<file path="config.mk">
export PLATFORM = sky130hd
export DESIGN_NAME = periodic_timer_table
export DESIGN_NICKNAME = d
export VERILOG_FILES = /design/src/rtl/core/ptt_pkg.sv /design/src/rtl/core/ptt_ram.sv /design/src/rtl/core/ptt_alu.sv /design/src/rtl/core/periodic_timer_table.sv
export VERILOG_INCLUDE_DIRS = /design/src /design/src/rtl/core
export SDC_FILE = /design/constraint.sdc
export NUM_CORES = 2
export LEC_CHECK = 0
export BUFFER_PORTS_ARGS = -buffer_cell sky130_fd_sc_hd__clkbuf_2
export CELL_PAD_IN_SITES_DETAIL_PLACEMENT = 0
export CELL_PAD_IN_SITES_GLOBAL_PLACEMENT = 2
export CORE_UTILIZATION = 45
export CTS_CLUSTER_DIAMETER = 80
export DETAILED_ROUTE_END_ITERATION = 8
export GPL_TIMING_DRIVEN = 0
export PLACE_DENSITY = 0.73
export SLEW_MARGIN = 20
export SYNTH_ARGS = -nofsm -noshare
export SYNTH_HDL_FRONTEND = slang
export SYNTH_SLANG_ARGS = --single-unit
</file>
<file path="constraint.sdc">
create_clock -name clk -period 13.5 [get_ports clk]
set_input_delay 2.7 -clock clk [delete_from_list [all_inputs] [get_ports clk]]
set_output_delay 2.7 -clock clk [all_outputs]
set_load 0.02 [all_outputs]
</file>
<file path="src/rtl/core/assert_macros.svh">
// Assertion macros for the timer table RTL.
// Needs a clock named clk and a reset named rst in the including module.
`ifndef ASSERT_MACROS_SVH
`define ASSERT_MACROS_SVH

// same-cycle implication
`define CHK_NOW(lbl, ant, cons, msg) \
  lbl: assert property (@(posedge clk) disable iff (rst) (ant) |-> (cons)) else $error(msg);

// next-cycle implication
`define CHK_NEXT(lbl, ant, cons, msg) \
  lbl: assert property (@(posedge clk) disable iff (rst) (ant) |=> (cons)) else $error(msg);

`endif

</file>
<file path="src/rtl/core/ptt_pkg.sv">
// Shared types, codes and constants for the periodic timer table.
// No dependencies.
package ptt_pkg;

  localparam int NUM_TIMERS_DEF = 16;
  localparam int TIME_W = 32;
  localparam int WAIT_W = 16;
  localparam logic [WAIT_W-1:0] DEFAULT_WAIT_RESET = 16'd300;

  typedef enum logic [1:0] {
    OP_TICK   = 2'd0,
    OP_ARM    = 2'd1,
    OP_DISARM = 2'd2,
    OP_MODIFY = 2'd3
  } op_t;

  typedef enum logic [1:0] {
    ST_OK            = 2'd0,
    ST_ALREADY_ARMED = 2'd1,
    ST_NOT_ARMED     = 2'd2
  } status_t;

  typedef enum logic {
    KIND_FIRED = 1'b0,
    KIND_FINAL = 1'b1
  } kind_t;

  typedef enum logic [1:0] {
    S_IDLE,
    S_WALK,
    S_DRAIN,
    S_FIN
  } state_t;

  // operands of the shared adder
  typedef struct packed {
    logic [TIME_W-1:0] a;
    logic [TIME_W-1:0] b;
    logic              sub;
  } alu_ctl_t;

endpackage

</file>
<file path="src/rtl/core/ptt_ram.sv">
// Generic single-write, single-read RAM with registered read data.
// No dependencies.
module ptt_ram #(
  parameter int WIDTH = 32,
  parameter int DEPTH = 16,
  localparam int AW = (DEPTH > 1) ? $clog2(DEPTH) : 1
) (
  input  logic             clk,
  input  logic             we,
  input  logic [AW-1:0]    waddr,
  input  logic [WIDTH-1:0] wdata,
  input  logic [AW-1:0]    raddr,
  output logic [WIDTH-1:0] rdata
);

  logic [WIDTH-1:0] mem [DEPTH];

  always_ff @(posedge clk) begin
    if (we) begin
      mem[waddr] <= wdata;
    end
    rdata <= mem[raddr];
  end

endmodule

</file>
<file path="src/rtl/core/ptt_alu.sv">
// Shared 32-bit add/subtract unit used by every step of the sequencer.
// Depends on ptt_pkg.
module ptt_alu
  import ptt_pkg::*;
(
  input  alu_ctl_t          ctl,
  output logic [TIME_W-1:0] sum
);

  logic [TIME_W-1:0] b_eff;

  assign b_eff = ctl.sub ? ~ctl.b : ctl.b;
  assign sum   = ctl.a + b_eff + {{(TIME_W-1){1'b0}}, ctl.sub};

endmodule

</file>
<file path="src/rtl/core/periodic_timer_table.sv">
// Periodic timer table top level: sequencer, armed bits, time counter, output register.
// Depends on ptt_pkg, ptt_ram, ptt_alu and assert_macros.svh.
//
//  channel   | handshake            | payload
//  ----------+----------------------+----------------------------------------
//  command   | start / busy         | operation, slot, period_ms
//  result    | strobe (no stall)    | kind, fired_slot, status, wait_ms, last
//  config    | cfg_write            | cfg_data (default wait)
//
// Busy stays high after acceptance through the walk, drain and final states: one slot
// per cycle is walked through the period/deadline RAMs (single read port each), then
// a drain state and a final state for the wait subtract. The final result is on the
// ports in the same cycle that busy falls, when a new command can be accepted.
// Fired results come out at most one per cycle during the walk; the final result follows.
// Synchronous reset clears time and armed bits and loads DEFAULT_WAIT_RESET into the
// default wait; the RAMs are not cleared, entries are only used once armed.
`include "assert_macros.svh"

module periodic_timer_table
  import ptt_pkg::*;
#(
  parameter int NUM_TIMERS = NUM_TIMERS_DEF
) (
  input  logic              clk,
  input  logic              rst,
  input  logic              start,
  output logic              busy,
  input  logic [1:0]        operation,
  input  logic [3:0]        slot,
  input  logic [TIME_W-1:0] period_ms,
  input  logic              cfg_write,
  input  logic [WAIT_W-1:0] cfg_data,
  output logic              strobe,
  output logic              kind,
  output logic [3:0]        fired_slot,
  output logic [1:0]        status,
  output logic [WAIT_W-1:0] wait_ms,
  output logic              last
);

  localparam int IW = (NUM_TIMERS > 1) ? $clog2(NUM_TIMERS) : 1;
  localparam logic [IW-1:0] LAST_IDX = IW'(NUM_TIMERS - 1);

  state_t state, state_next;

  logic [TIME_W-1:0]     now_ms;
  logic [NUM_TIMERS-1:0] armed;
  logic [WAIT_W-1:0]     default_wait;
  logic [TIME_W-1:0]     best;
  logic                  any;
  logic                  op_tick;
  status_t               st_reg;
  logic [IW-1:0]         cnt;
  logic [IW-1:0]         pidx;
  logic                  pv;

  logic                  accept;
  op_t                   op_in;
  logic [IW-1:0]         slot_idx;
  logic                  slot_ok;
  logic                  slot_armed;
  logic                  arm_ok;
  logic                  disarm_ok;
  logic                  mod_ok;
  status_t               st_in;

  alu_ctl_t              alu_ctl;
  logic [TIME_W-1:0]     sum;
  logic [TIME_W-1:0]     rd_period;
  logic [TIME_W-1:0]     rd_dl;

  logic                  ev_armed;
  logic                  fire;
  logic [TIME_W-1:0]     cand;
  logic                  take;

  logic                  per_we;
  logic                  dl_we;
  logic [IW-1:0]         waddr;

  logic [WAIT_W-1:0]     wait_calc;

  assign busy   = (state != S_IDLE);
  assign accept = start && !busy;
  assign op_in  = op_t'(operation);

  assign slot_idx   = IW'(slot);
  assign slot_ok    = (32'(slot) < NUM_TIMERS);
  assign slot_armed = slot_ok && armed[slot_idx];
  assign arm_ok     = (op_in == OP_ARM) && slot_ok && !slot_armed;
  assign disarm_ok  = (op_in == OP_DISARM) && slot_armed;
  assign mod_ok     = (op_in == OP_MODIFY) && slot_ok;

  always_comb begin
    st_in = ST_OK;
    if (op_in != OP_TICK) begin
      if (!slot_ok) begin
        st_in = ST_NOT_ARMED;
      end else if (op_in == OP_ARM && slot_armed) begin
        st_in = ST_ALREADY_ARMED;
      end else if (op_in == OP_DISARM && !slot_armed) begin
        st_in = ST_NOT_ARMED;
      end
    end
  end

  // evaluation stage, in the cycle after the RAM read address
  assign ev_armed = pv && armed[pidx];
  assign fire     = ev_armed && op_tick && (now_ms >= rd_dl);
  assign cand     = fire ? sum : rd_dl;
  assign take     = ev_armed && (!any || cand < best);

  ptt_alu u_alu (
    .ctl (alu_ctl),
    .sum (sum)
  );

  ptt_ram #(.WIDTH(TIME_W), .DEPTH(NUM_TIMERS)) u_period (
    .clk   (clk),
    .we    (per_we),
    .waddr (waddr),
    .wdata (period_ms),
    .raddr (cnt),
    .rdata (rd_period)
  );

  ptt_ram #(.WIDTH(TIME_W), .DEPTH(NUM_TIMERS)) u_deadline (
    .clk   (clk),
    .we    (dl_we),
    .waddr (waddr),
    .wdata (sum),
    .raddr (cnt),
    .rdata (rd_dl)
  );

  // wait from the earliest deadline; sum holds best - now in the final step
  always_comb begin
    if (!any) begin
      wait_calc = default_wait;
    end else if (best <= now_ms) begin
      wait_calc = '0;
    end else if (sum > {{(TIME_W-WAIT_W){1'b0}}, default_wait}) begin
      wait_calc = default_wait;
    end else begin
      wait_calc = sum[WAIT_W-1:0];
    end
  end

  always_comb begin
    state_next  = state;
    alu_ctl.a   = now_ms;
    alu_ctl.b   = rd_period;
    alu_ctl.sub = 1'b0;
    per_we      = 1'b0;
    dl_we       = 1'b0;
    waddr       = pidx;
    case (state)
      S_IDLE: begin
        alu_ctl.b = (op_in == OP_TICK) ? {{(TIME_W-1){1'b0}}, 1'b1} : period_ms;
        waddr     = slot_idx;
        if (accept) begin
          per_we     = arm_ok || mod_ok;
          dl_we      = arm_ok || (mod_ok && slot_armed);
          state_next = S_WALK;
        end
      end
      S_WALK: begin
        dl_we = fire;
        if (cnt == LAST_IDX) begin
          state_next = S_DRAIN;
        end
      end
      S_DRAIN: begin
        dl_we      = fire;
        state_next = S_FIN;
      end
      S_FIN: begin
        alu_ctl.a   = best;
        alu_ctl.b   = now_ms;
        alu_ctl.sub = 1'b1;
        state_next  = S_IDLE;
      end
      default: begin
        state_next = S_IDLE;
      end
    endcase
  end

  always_ff @(posedge clk) begin
    if (rst) begin
      state <= S_IDLE;
    end else begin
      state <= state_next;
    end
  end

  always_ff @(posedge clk) begin
    if (rst) begin
      now_ms       <= '0;
      armed        <= '0;
      default_wait <= DEFAULT_WAIT_RESET;
      pv           <= 1'b0;
      cnt          <= '0;
      strobe       <= 1'b0;
    end else begin
      if (cfg_write) begin
        default_wait <= cfg_data;
      end
      pv     <= (state == S_WALK);
      strobe <= fire || (state == S_FIN);
      if (accept) begin
        cnt <= '0;
        if (op_in == OP_TICK) begin
          now_ms <= sum;
        end
        if (arm_ok) begin
          armed[slot_idx] <= 1'b1;
        end
        if (disarm_ok) begin
          armed[slot_idx] <= 1'b0;
        end
      end else if (state == S_WALK && cnt != LAST_IDX) begin
        cnt <= cnt + 1'b1;
      end
    end
  end

  // transaction payload and walk registers
  always_ff @(posedge clk) begin
    pidx <= cnt;
    if (accept) begin
      op_tick <= (op_in == OP_TICK);
      st_reg  <= st_in;
      any     <= 1'b0;
    end else if (take) begin
      best <= cand;
      any  <= 1'b1;
    end
    if (state == S_FIN) begin
      kind       <= KIND_FINAL;
      fired_slot <= '0;
      status     <= st_reg;
      wait_ms    <= wait_calc;
      last       <= 1'b1;
    end else begin
      kind       <= KIND_FIRED;
      fired_slot <= 4'(pidx);
      status     <= ST_OK;
      wait_ms    <= '0;
      last       <= 1'b0;
    end
  end

  `CHK_NEXT(a_accept_busy, accept, busy, "accepted command did not raise busy")
  `CHK_NEXT(a_final_alone, strobe && kind == KIND_FINAL, !strobe, "result after final")
  `CHK_NOW(a_fired_busy, strobe && kind == KIND_FIRED, busy, "fired result while idle")
  `CHK_NEXT(a_fin_result, state == S_FIN, strobe && last, "final result missing")

endmodule
</file>
==> out/metrics.yaml <==
cts.sinks: 1223
combPwrFrac: 0.323
final_cell_mix: "edfxtp_1 (1059), mux4_2 (330), nand2_1 (235), dfxtp_1 (164), ha_1 (147)"
dieWidth_um: 340.0
min_period_ns: 10.90
crit_path_end_kind: "flop"
report.final.slew_viol_count: 0
tns_ns: 0
tightest_slew_ns: 1.292
worstPathMaxFanout: 25
p_leak_nw: 20.17
hold_violations: 0
crit_arrival_ns: 11.34
viasPerCell: 5.959
core_area_um2: 112800
switching_share: 0.3389
critPathLaunchType: "input pin"
synth_nets: 3233
reg_top3: "u_deadline.mem (512), u_period.mem (512)"
die_y_um: 340.0
grt_pass1_wl_mm: 213.1
crit_type: "input pin to flop"
timing.final.crit_share: 0.8073
synth_top_area_frac: 0.6187
regToRegEndpoint: "best[29]"
drt_first_pass_iters: 5
yosysTopAreaCell: "edfxtp_1"
drv_cap: 0
wire_per_inst_um: 29.41
slew_headroom: 0.1295
dominantRegCellSynth: "edfxtp_1"
synth_edf_count: 1059
min_path_type: "flop to flop"
via_count: 29761
drc: 0
seq_area_frac_synth: 0.6825
io_pins: 84
layout-drive-gt1-share: 0.2508
worstRegToRegCells: 33
nNetsFinal: 3592
hold_buffers: 0
placement.io_buffers: 79
grt_pass1_vias: 30417
async_flop_share: 0
hold_ws_ns: 0.3939
setup_viol: 0
hp-start: "cnt[0]"
max_freq_mhz: 91.75
power.density_nw_per_um2: 213.7
fin_cells: 4994
total_power_w: 0.01290
holdPathEnd: "pidx[0]"
worstReg2RegStart: "state[0]"
status: "finished, final reports clean"
synth_area_leaders: "edfxtp_1 (62%), mux4_2 (14%), dfxtp_1 (6.4%), ha_1 (3.6%), nand2_1 (1.7%)"
r2r_setup_slack_ns: 3.88
gp_congestion: 0.9218
finClkSkew_ns: 0.02188
slowest_delay_ns: 0.68
pwr-share-clk: 0.282
cts_setup_buffers: 0
drt-total-wl_mm: 146.9
rsz0062_at_grt: "no"
cts_buffers: 132
min_path_cells: 0
synthToLayoutAreaGrowth_pct: 17.46
cts.reportedPaths.clkPinSlew_ns: 0.06
cts_tree: "done"
grt_usage: 0.2578
cp_common_cell: "a21oi_1"
ir_worst_vdd_uv: 124.1
grt_overflow_total: 0
worstPathRequired_ns: 13.94
cts_root_buffer: "clkbuf_16"
critPathSlowestCell: "clkbuf_1"
synth_area_um2: 51400
grt_antenna_before_repair: 4
p_sw_w: 0.004372
synthDistinctLibCells: 83
p_seq_frac: 0.395
drt_iter0_markers: 3093
yosys_warnings: 0
place_inst: 4752
h-tree-depth: 4
start_util: 0.4557
ys_ff_latch: 1223
hpwl_mm: 106.7
cts.path.max_buffers: 3
internal_power_w: 0.008530
ant_nets: 0
grt_max_degree: 26
postCtsResizedCells: 0
synth_cells: 3027
die-area_um2: 115600
synth.avg_cell_area_um2: 16.98
rows: 123
clk_latency_ns: 0.75
final_common_cell: "edfxtp_1"
final_util: 0.5352
[stage by stage]
stage	setup WS, ns	area [µm²]
6_report	2.601	60370
3_5_place_dp	1.955	55960
4_1_cts	2.734	60350
2_1_floorplan	3.115	51400
5_1_grt	2.159	60370
3_3_place_gp	-0.9870	53670
[layout make-up]
cell class | instances | area, µm²
tap | 1500 | 1877
multi-input combinational | 1521 | 15720
clock buffer | 191 | 3814
clock inverter | 50 | 576.8
buffer | 148 | 623.1
antenna | 1 | 2.502
timing repair buffer | 225 | 2167
fill | 8925 | 52430
inverter | 135 | 506.7
sequential | 1223 | 35080
[synth_stat cells, drive strengths merged, types with 4 or more instances]
| cell | number |
|---|---|
| dfxtp | 164 |
| nor3 | 64 |
| o221ai | 4 |
| a22oi | 10 |
| and2 | 8 |
| o21ai | 105 |
| nand2b | 12 |
| buf | 42 |
| ha | 147 |
| inv | 134 |
| xor2 | 22 |
| o2111ai | 5 |
| and4 | 7 |
| mux2i | 14 |
| nand2 | 235 |
| nor2b | 15 |
| and3 | 28 |
| nand3 | 13 |
| a31oi | 10 |
| edfxtp | 1059 |
| nor2 | 106 |
| o211ai | 29 |
| o21a | 16 |
| nand4 | 30 |
| a221o | 6 |
| or2 | 5 |
| mux4 | 330 |
| a21o | 37 |
| xnor2 | 37 |
| o311ai | 16 |
| clkbuf | 106 |
| a211oi | 29 |
| a21oi | 138 |
[layer usage]
metal	GRT usage	wire length, µm
met1	0.3672	63290
met2	0.4096	70140
met3	0.04675	10180
met4	0.06944	3262
met5	0	0
[power groups by stage]
stage / sequential (W) / clock [W] / combinational [W]
after floorplan: 0.00515 / 0 / 0.00233
after global placement: 0.00523 / 0 / 0.00365
after detailed placement: 0.00518 / 0 / 0.00416
after CTS: 0.00510 / 0.00370 / 0.00418
after global routing: 0.00511 / 0.00385 / 0.00449
final: 0.00510 / 0.00364 / 0.00417
[how the worst max path moves through the flow]
stage	start	end	slack (ns)	cells after the start
6_report	operation[0]	best[29]	2.60	31
5_1_grt	operation[0]	best[19]	2.16	31
3_3_place_gp	operation[0]	best[25]	-0.99	26
2_1_floorplan	operation[1]	best[0]	3.11	27
3_5_place_dp	operation[0]	best[27]	1.96	31
4_1_cts	operation[0]	best[19]	2.73	31
[worst max-delay path, delay by kind of cell]
family | cells | cell delay (ns)
buffers and inverters | 6 | 2.31
AO/OA/AOI/OAI | 14 | 3.27
AND/OR/NAND/NOR | 8 | 1.81
adder cells (fa/ha/maj) | 2 | 0.65
XOR/XNOR | 1 | 0.52
[logic make-up after synthesis]
group                      count (synthesis)  synth area share
buffers and inverters                    283           0.02110
xor gates and xnor gates                  59           0.01020
muxes                                    345            0.1475
adders and majority gates                148           0.03617
DFF                                     1223            0.6825
AOI/OAI and AO/OA                        431           0.05397
and+or+nand+nor                          538           0.04849
No activity file was read; power rests on OpenSTA's default activity.
